--- src/sv/ata_pkg.sv ---
// Shared types and constants for the ATA task-file setup block.
// No dependencies; every other file in sv/ imports this package.
package ata_pkg;

  // Request and result payloads
  typedef struct packed {
    logic [47:0] block_address;
    logic [8:0]  sector_count;
    logic        is_write;
  } req_t;

  typedef struct packed {
    logic [3:0] reg_select;
    logic [7:0] reg_value;
    logic       status;
    logic       last;
  } wr_t;

  // Prepared run of register writes, handed from preparation to sequencer
  typedef struct packed {
    logic            bad;
    logic            ext;
    logic [7:0]      count;
    logic [7:0]      devsel;
    logic [7:0]      cmd;
    logic [5:0][7:0] lba;
  } job_t;

  // Divide-by-63 unit status and results
  typedef struct packed {
    logic        busy;
    logic [5:0]  rem;
    logic [19:0] quot;
  } chs_t;

  // Configuration register indexes
  localparam logic [0:0] CFG_DRIVE_SLAVE = 1'd0;
  localparam logic [0:0] CFG_HAS_LBA     = 1'd1;

  // Task-file register selects
  localparam logic [3:0] SEL_DEVSEL   = 4'd0;
  localparam logic [3:0] SEL_FEATURES = 4'd1;
  localparam logic [3:0] SEL_COUNT_HI = 4'd2;
  localparam logic [3:0] SEL_LBA3     = 4'd3;
  localparam logic [3:0] SEL_LBA4     = 4'd4;
  localparam logic [3:0] SEL_LBA5     = 4'd5;
  localparam logic [3:0] SEL_COUNT_LO = 4'd6;
  localparam logic [3:0] SEL_LBA0     = 4'd7;
  localparam logic [3:0] SEL_LBA1     = 4'd8;
  localparam logic [3:0] SEL_LBA2     = 4'd9;
  localparam logic [3:0] SEL_COMMAND  = 4'd10;

  // Device-select bases and command opcodes
  localparam logic [7:0] DEVSEL_LBA        = 8'hE0;
  localparam logic [7:0] DEVSEL_CHS        = 8'hA0;
  localparam logic [7:0] CMD_READ_PIO      = 8'h20;
  localparam logic [7:0] CMD_READ_PIO_EXT  = 8'h24;
  localparam logic [7:0] CMD_WRITE_PIO     = 8'h30;
  localparam logic [7:0] CMD_WRITE_PIO_EXT = 8'h34;

  // CHS geometry: 63 sectors per track, one base-64 digit per divider step
  localparam int         ADDR_W     = 48;
  localparam int         DIGIT_W    = 6;
  localparam int         DIV_STEPS  = ADDR_W / DIGIT_W;
  localparam int         STEP_W     = $clog2(DIV_STEPS);
  localparam logic [6:0] CHS_SPT    = 7'd63;

endpackage

--- src/sv/ata_chs_div.sv ---
// Iterative divide-by-63 of the 48-bit block address, one base-64 digit a cycle.
// Depends on ata_pkg.
module ata_chs_div import ata_pkg::*; (
  input  logic              clk,
  input  logic              rst,
  input  logic              start,
  input  logic [ADDR_W-1:0] dividend,
  output chs_t              res
);

  logic              busy;
  logic [STEP_W-1:0] cnt;
  logic [ADDR_W-1:0] shift;
  logic [5:0]        rem;
  logic [19:0]       quot;

  logic [11:0] v;
  logic [5:0]  q0;
  logic [6:0]  r1;
  logic        fix;
  logic [5:0]  digit;
  logic [5:0]  rem_next;

  // One digit of long division: 64 = 63 + 1, so the partial remainder is
  // low digit plus estimate, corrected by at most one subtraction
  always_comb begin
    v        = {rem, shift[ADDR_W-1 -: DIGIT_W]};
    q0       = v[11:6];
    r1       = {1'b0, v[5:0]} + {1'b0, q0};
    fix      = (r1 >= CHS_SPT);
    digit    = fix ? q0 + 6'd1 : q0;
    rem_next = fix ? 6'(r1 - CHS_SPT) : r1[5:0];
  end

  // Control: run a fixed number of steps after start
  always_ff @(posedge clk) begin
    if (rst) begin
      busy <= 1'b0;
    end else if (start) begin
      busy <= 1'b1;
    end else if (busy && cnt == STEP_W'(DIV_STEPS - 1)) begin
      busy <= 1'b0;
    end
  end

  // Datapath: shift digits in, keep the low quotient bits only
  always_ff @(posedge clk) begin
    if (start) begin
      shift <= dividend;
      rem   <= '0;
      quot  <= '0;
      cnt   <= '0;
    end else if (busy) begin
      shift <= {shift[ADDR_W-DIGIT_W-1:0], {DIGIT_W{1'b0}}};
      rem   <= rem_next;
      quot  <= {quot[19-DIGIT_W:0], digit};
      cnt   <= cnt + STEP_W'(1);
    end
  end

  assign res = '{busy: busy, rem: rem, quot: quot};

endmodule

--- src/sv/ata_prep.sv ---
// Request register and run preparation: mode choice, byte split, CHS mapping.
// Depends on ata_pkg and ata_chs_div.
module ata_prep import ata_pkg::*; (
  input  logic clk,
  input  logic rst,
  input  logic drive_slave,
  input  logic device_has_lba,
  input  logic in_valid,
  output logic in_ready,
  input  req_t in_data,
  output logic job_valid,
  input  logic job_take,
  output job_t job
);

  logic held;
  req_t item;
  chs_t chs;
  logic accept;
  logic in_bad;

  logic [7:0] head;
  logic [7:0] base;

  assign in_ready = !held;
  assign accept   = in_valid && !held;
  assign in_bad   = in_data.sector_count[8] || (in_data.sector_count == '0);

  // Hold one request until the sequencer takes its run
  always_ff @(posedge clk) begin
    if (rst) begin
      held <= 1'b0;
    end else if (accept) begin
      held <= 1'b1;
    end else if (job_take) begin
      held <= 1'b0;
    end
  end

  always_ff @(posedge clk) begin
    if (accept) begin
      item <= in_data;
    end
  end

  // Start the divider only for a good request on a CHS device
  ata_chs_div u_div (
    .clk      (clk),
    .rst      (rst),
    .start    (accept && !device_has_lba && !in_bad),
    .dividend (in_data.block_address),
    .res      (chs)
  );

  assign job_valid = held && !chs.busy;

  // Build the run from the held request
  always_comb begin
    job.bad   = item.sector_count[8] || (item.sector_count == '0);
    job.ext   = device_has_lba && (item.block_address[47:28] != '0);
    job.count = item.sector_count[7:0];
    job.lba   = '0;
    head      = '0;
    base      = DEVSEL_LBA;
    if (job.ext) begin
      for (int i = 0; i < 6; i++) begin
        job.lba[i] = item.block_address[i*8 +: 8];
      end
      job.cmd = item.is_write ? CMD_WRITE_PIO_EXT : CMD_READ_PIO_EXT;
    end else if (device_has_lba) begin
      job.lba[0] = item.block_address[7:0];
      job.lba[1] = item.block_address[15:8];
      job.lba[2] = item.block_address[23:16];
      head       = {4'd0, item.block_address[27:24]};
      job.cmd    = item.is_write ? CMD_WRITE_PIO : CMD_READ_PIO;
    end else begin
      // sector is remainder plus one; quotient low nibble is the head,
      // the rest the cylinder
      job.lba[0] = {2'b00, chs.rem} + 8'd1;
      job.lba[1] = chs.quot[11:4];
      job.lba[2] = chs.quot[19:12];
      head       = {4'd0, chs.quot[3:0]};
      base       = DEVSEL_CHS;
      job.cmd    = item.is_write ? CMD_WRITE_PIO : CMD_READ_PIO;
    end
    job.devsel = base | {3'd0, drive_slave, 4'd0} | head;
  end

endmodule

--- src/sv/ata_seq.sv ---
// Register-write sequencer with output register; walks the task-file selects.
// Depends on ata_pkg.
module ata_seq import ata_pkg::*; (
  input  logic clk,
  input  logic rst,
  input  logic job_valid,
  output logic job_take,
  input  job_t job_in,
  output logic out_valid,
  input  logic out_ready,
  output wr_t  out_data
);

  logic       active;
  job_t       job;
  logic [3:0] sel;
  logic [3:0] sel_next;
  logic [7:0] value;
  logic       emit;
  logic       is_last;
  wr_t        wr;

  // Pick the byte for the current register
  always_comb begin
    case (sel)
      SEL_DEVSEL:   value = job.devsel;
      SEL_FEATURES: value = 8'd0;
      SEL_COUNT_HI: value = 8'd0;
      SEL_LBA3:     value = job.lba[3];
      SEL_LBA4:     value = job.lba[4];
      SEL_LBA5:     value = job.lba[5];
      SEL_COUNT_LO: value = job.count;
      SEL_LBA0:     value = job.lba[0];
      SEL_LBA1:     value = job.lba[1];
      SEL_LBA2:     value = job.lba[2];
      SEL_COMMAND:  value = job.cmd;
      default:      value = 8'd0;
    endcase
  end

  // Skip the high-order writes unless in LBA48 mode
  always_comb begin
    if (sel == SEL_FEATURES && !job.ext) begin
      sel_next = SEL_COUNT_LO;
    end else begin
      sel_next = sel + 4'd1;
    end
  end

  always_comb begin
    is_last = job.bad || (sel == SEL_COMMAND);
    if (job.bad) begin
      wr = '{reg_select: SEL_DEVSEL, reg_value: 8'd0, status: 1'b1, last: 1'b1};
    end else begin
      wr = '{reg_select: sel, reg_value: value, status: 1'b0, last: is_last};
    end
  end

  assign emit     = active && (!out_valid || out_ready);
  assign job_take = job_valid && (!active || (emit && is_last));

  // Control: run activity and output valid
  always_ff @(posedge clk) begin
    if (rst) begin
      active    <= 1'b0;
      out_valid <= 1'b0;
    end else begin
      if (emit) begin
        out_valid <= 1'b1;
      end else if (out_ready) begin
        out_valid <= 1'b0;
      end
      if (job_take) begin
        active <= 1'b1;
      end else if (emit && is_last) begin
        active <= 1'b0;
      end
    end
  end

  // Datapath: load run, advance select, register each write
  always_ff @(posedge clk) begin
    if (job_take) begin
      job <= job_in;
      sel <= SEL_DEVSEL;
    end else if (emit) begin
      sel <= sel_next;
    end
    if (emit) begin
      out_data <= wr;
    end
  end

endmodule

--- src/sv/ata_taskfile_setup.sv ---
// ATA task-file setup: turns a sector request into its run of register writes.
// Depends on ata_pkg, ata_prep, ata_chs_div and ata_seq.
// Path: a request is held in ata_prep, loaded into ata_seq, and each write registered at the output.
// Throughput: one write a cycle while out_ready allows; a request makes 11 (LBA48), 7 (LBA28)
// or a single (error) write, and CHS requests also wait for the 8-step divide-by-63 unit.
// Reset: synchronous; clears control, drive_slave to 0, device_has_lba to 1.
module ata_taskfile_setup import ata_pkg::*; (
  input  logic       clk,
  input  logic       rst,
  input  logic       cfg_write,
  input  logic [0:0] cfg_index,
  input  logic [0:0] cfg_data,
  input  logic       in_valid,
  output logic       in_ready,
  input  req_t       in_data,
  output logic       out_valid,
  input  logic       out_ready,
  output wr_t        out_data
);

  logic drive_slave;
  logic device_has_lba;
  logic job_valid;
  logic job_take;
  job_t job;

  // Configuration registers
  always_ff @(posedge clk) begin
    if (rst) begin
      drive_slave    <= 1'b0;
      device_has_lba <= 1'b1;
    end else if (cfg_write) begin
      case (cfg_index)
        CFG_DRIVE_SLAVE: drive_slave    <= cfg_data[0];
        CFG_HAS_LBA:     device_has_lba <= cfg_data[0];
        default:         ;
      endcase
    end
  end

  ata_prep u_prep (
    .clk            (clk),
    .rst            (rst),
    .drive_slave    (drive_slave),
    .device_has_lba (device_has_lba),
    .in_valid       (in_valid),
    .in_ready       (in_ready),
    .in_data        (in_data),
    .job_valid      (job_valid),
    .job_take       (job_take),
    .job            (job)
  );

  ata_seq u_seq (
    .clk       (clk),
    .rst       (rst),
    .job_valid (job_valid),
    .job_take  (job_take),
    .job_in    (job),
    .out_valid (out_valid),
    .out_ready (out_ready),
    .out_data  (out_data)
  );

  // An error result always ends its run
  a_error_last: assert property (@(posedge clk) disable iff (rst)
    out_valid && out_data.status |-> out_data.last)
    else $error("error result without last");

  // A good run ends on the command register
  a_last_command: assert property (@(posedge clk) disable iff (rst)
    out_valid && out_data.last && !out_data.status |-> out_data.reg_select == SEL_COMMAND)
    else $error("run ended on a register other than the command");

  // A taken write that is not last is followed by the next write of its run, never a new run start
  a_after_command: assert property (@(posedge clk) disable iff (rst)
    out_valid && out_ready && !out_data.last ##1 out_valid |->
      out_data.reg_select != SEL_DEVSEL)
    else $error("run restarted before its command");

endmodule

--- config.mk ---
export PLATFORM = sky130hd
export DESIGN_NAME = ata_taskfile_setup
export DESIGN_NICKNAME = d
export VERILOG_FILES = /design/src/sv/ata_pkg.sv /design/src/sv/ata_chs_div.sv /design/src/sv/ata_prep.sv /design/src/sv/ata_seq.sv /design/src/sv/ata_taskfile_setup.sv
export SDC_FILE = /design/constraint.sdc
export NUM_CORES = 1
export LEC_CHECK = 0
export BUFFER_PORTS_ARGS = -buffer_cell sky130_fd_sc_hd__buf_2
export CAP_MARGIN = 20
export CELL_PAD_IN_SITES_DETAIL_PLACEMENT = 0
export CELL_PAD_IN_SITES_GLOBAL_PLACEMENT = 1
export CORE_MARGIN = 2
export CORE_UTILIZATION = 25
export CTS_CLUSTER_DIAMETER = 100
export DETAILED_ROUTE_END_ITERATION = 10
export PLACE_DENSITY = 0.46
export SYNTH_ARGS = -nofsm -noshare
export SYNTH_HDL_FRONTEND = slang
export SYNTH_HIERARCHICAL = 1
export SYNTH_SLANG_ARGS = --single-unit
--- constraint.sdc ---
create_clock -name clk -period 10.9 [get_ports clk]
set_clock_uncertainty 0.2 [all_clocks]
set_input_delay 0 -clock clk [delete_from_list [all_inputs] [get_ports clk]]
set_output_delay 0 -clock clk [all_outputs]
set_load 0.03 [all_outputs]
==> impl_metrics.tcl <==
set metrics [dict create \
    status "complete, no violations" \
    wl_met3_um 877 \
    holdPathStages 2 \
    grt_remaining_overflow 0 \
    cp_max_fo 16 \
    power_density_mw_per_mm2 200.7 \
    antenna_found_initial 0 \
    design_area_mm2 0.01288 \
    setup_slack_ns 7.733 \
    endpoint_kind "flip-flop" \
    post-place-ws_ns 7.730 \
    critPathKind "reg -> reg" \
    whs_endpoint "u_prep/item[25]" \
    layout_commonest_cell "edfxtp_1" \
    fill_cells 4003 \
    numCtsBuffers 28 \
    final_util_pct 32.49 \
    ff_latch_area_mm2 0.006609 \
    routedLengthMet1_um 12400 \
    setup_viol 0 \
    wl_met2_um 11980 \
    num_vias 6055 \
    worstSetupStartpointType "flip-flop" \
    grt_use_total_pct 12.34 \
    fin_crit_sh_pct 29.06 \
    required_ns 11.13 \
    synthToLayoutAreaGrowth_pct 28.85 \
    maxCapViolCount 0 \
    cp-startpoint "u_prep/u_div/q0[0]" \
    rsz0062_at_grt "no" \
    worstPathArrival_ns 3.39 \
    worst_pin_slew_ns 0.9827 \
    r2r_setup_slack_ns 7.73 \
    die_h_um 204.0 \
    finalWirelength_um 25680 \
    worst_r2r_endpoint "u_prep/u_div/quot[5]" \
    dp_hpwl_um 17450 \
    holdBufCountCts 107 \
    core_mm2 0.03964 \
    cts.sinks 233 \
    numPortBuffers 80 \
    clockBufferDepth 3 \
    hold_viol 0 \
    setup_tns_ns 0 \
    synth_cell_types 68 \
    initial_utilization_pct 25.22 \
    ir_worst_vdd_uv 114.1 \
    die-area_mm2 0.04160 \
    htreeDepth 1 \
    postCtsSetupRepairBufs 0 \
    yosys_warnings 6 \
    die_x_um 204.0 \
    drc 0 \
    diodes 0 \
    grt_max_degree 76 \
    hp-start "in_data[25]" \
    multi_input_area_mm2 0.003032 \
    worstSkewPairLatency_ns 0.54 \
    placed_area_mm2 0.01085 \
    synth_top_area_cell "edfxtp_1" \
    root_buffer "clkbuf_16" \
    yosys-top-cells-area "edfxtp_1 58%, dfxtp_1 7.8%, mux2_2 5.0%" \
    ys.flop_type "edfxtp_1" \
    viasPerCell 4.240 \
    synth_edf_count 194 \
    finalNetCount 962 \
    hold_path_class "in -> reg" \
    ys_seq_area_share_pct 66.08 \
    globalplace.congestion 0.7194 \
    synthCells 703 \
    ff2ff_path_depth 8 \
    p_leak_nw 4.560 \
    ys_async_sr_fraction_pct 0 \
    grt_pass1_vias 6184 \
    slew_headroom_pct 34.49 \
    drtPass1Iterations 6 \
    drive_gt1_share_pct 21.71 \
    routed.top_layer "met4" \
    ioPinCount 81 \
    ys_seq_elements 233 \
    yosys.area.top_type_share_pct 58.27 \
    cts_tree "done" \
    drt-initial-drc-count 382 \
    avgSynthCellArea_um2 14.22 \
    wire_per_inst_um 17.98 \
    slew_viol_final 0 \
    synthesis.area_mm2 0.009997 \
    cts_resized 0 \
    whs_ns 0.01607 \
    grt_pass1_wl_um 38920 \
    finalCriticalPeriod_ns 3.167 \
    clk_pin_slew_worst_paths_ns 0.06 \
    final_antenna_net_count 0 \
    reg2reg_from "u_prep/u_div/q0[0]" \
    fmax_ghz 0.3157 \
    final_cell_mix "194 x edfxtp_1, 107 x dlygate4sd3_1, 80 x buf_2, 56 x nor2_1, 44 x mux2_2" \
    num_rows 73 \
]
logic make-up after synthesis:
group / share of synthesized area (%)
other: 0.07512
and+or+nand+nor: 9.499
DFF: 66.08
buffers and inverters: 4.005
xor gates and xnor gates: 0.6884
muxes: 9.975
AOI/OAI and AO/OA: 7.597
adders and majority gates: 2.078
flip-flops by register name, indices dropped and copies added (netlist names), 3 cells and up:
| signal | count |
|---|---|
| u_prep/job | 8 |
| u_prep/u_div/cnt | 3 |
| u_prep/u_div/shift | 48 |
| u_seq/sel | 4 |
| u_prep/u_div/quot | 20 |
| u_prep/item | 50 |
| u_prep/u_div/q0 | 6 |
| u_seq/job | 74 |
| u_seq/out_data | 14 |
layer usage:
layer  track usage [%]  up-vias
li1                  -     2981
met1             17.26     2950
met2             20.15       94
met3             1.929       30
met4             2.717        0
met5                 0        -
worst max path at each step:
stage | endpoint | slack [ns] | cells after the start
6_report | u_prep/u_div/quot[5] | 7.73 | 8
5_1_grt | u_prep/u_div/quot[5] | 7.48 | 8
4_1_cts | u_prep/u_div/quot[5] | 7.70 | 8
3_5_place_dp | u_prep/u_div/quot[5] | 7.73 | 8
3_3_place_gp | u_prep/u_div/quot[5] | 7.74 | 8
2_1_floorplan | u_prep/held | 5.59 | 5
cells in the mapped netlist (3+ instances only):
library cell  instances
a2111oi_1             3
a21oi_1              27
edfxtp_1            194
nor2_1               56
nand4_1               3
ha_1                 15
o22ai_1               4
buf_6                 5
o21ai_0               7
buf_2                 8
mux2_2               44
buf_4                20
nor3_1                3
mux2i_1              31
dfxtp_1              39
and2_1               28
o2bb2ai_1             5
inv_1                21
nor2b_1               6
a211oi_1              6
nand2b_1              8
xor2_1                4
mux2_1               17
or3_1                 3
buf_1                 3
clkbuf_1             17
o21ai_1               8
nand2_1              31
a31oi_1               5
nor4_1                5
o32ai_1               4
a22oi_1               7
a311oi_1              4
and3_1                4
nand3_1               9
a222oi_1              4
nor4_2                3
critical path: stages (launching register included):
cell     delay, ns
dfxtp_1       0.40
ha_1          0.30
fa_1          0.41
xor2_1        0.23
o21ai_0       0.16
nor2_1        0.25
a41oi_4       0.33
or4_1         0.58
and3_1        0.18
power by group:
| group | total (mW) | switching (mW) | internal [mW] | leakage [nW] |
|---|---|---|---|---|
| Combinational | 0.432 | 0.245 | 0.187 | 1.94 |
| Clock | 0.966 | 0.372 | 0.594 | 0.463 |
| Sequential | 1.19 | 0.0916 | 1.10 | 2.16 |
| Total | 2.58 | 0.709 | 1.88 | 4.56 |
area by class of cell:
| type | instances | share of cell area [%] |
|---|---|---|
| Clock buffer | 36 | 5.993 |
| Clock inverter | 16 | 1.467 |
| Inverter | 21 | 0.6119 |
| Multi-Input combinational cell | 402 | 23.54 |
| Sequential cell | 233 | 51.31 |
| Tap cell | 525 | 5.100 |
| Timing Repair Buffer | 195 | 11.99 |
through the flow:
step / std cells / power, mW
3_5_place_dp: 1269 / 1.616
6_report: 1428 / 2.585
4_1_cts: 1428 / 2.624
3_3_place_gp: 1268 / 1.619
5_1_grt: 1428 / 2.720
2_1_floorplan: 709 / 1.486
Power figures use the tool's default switching activity.
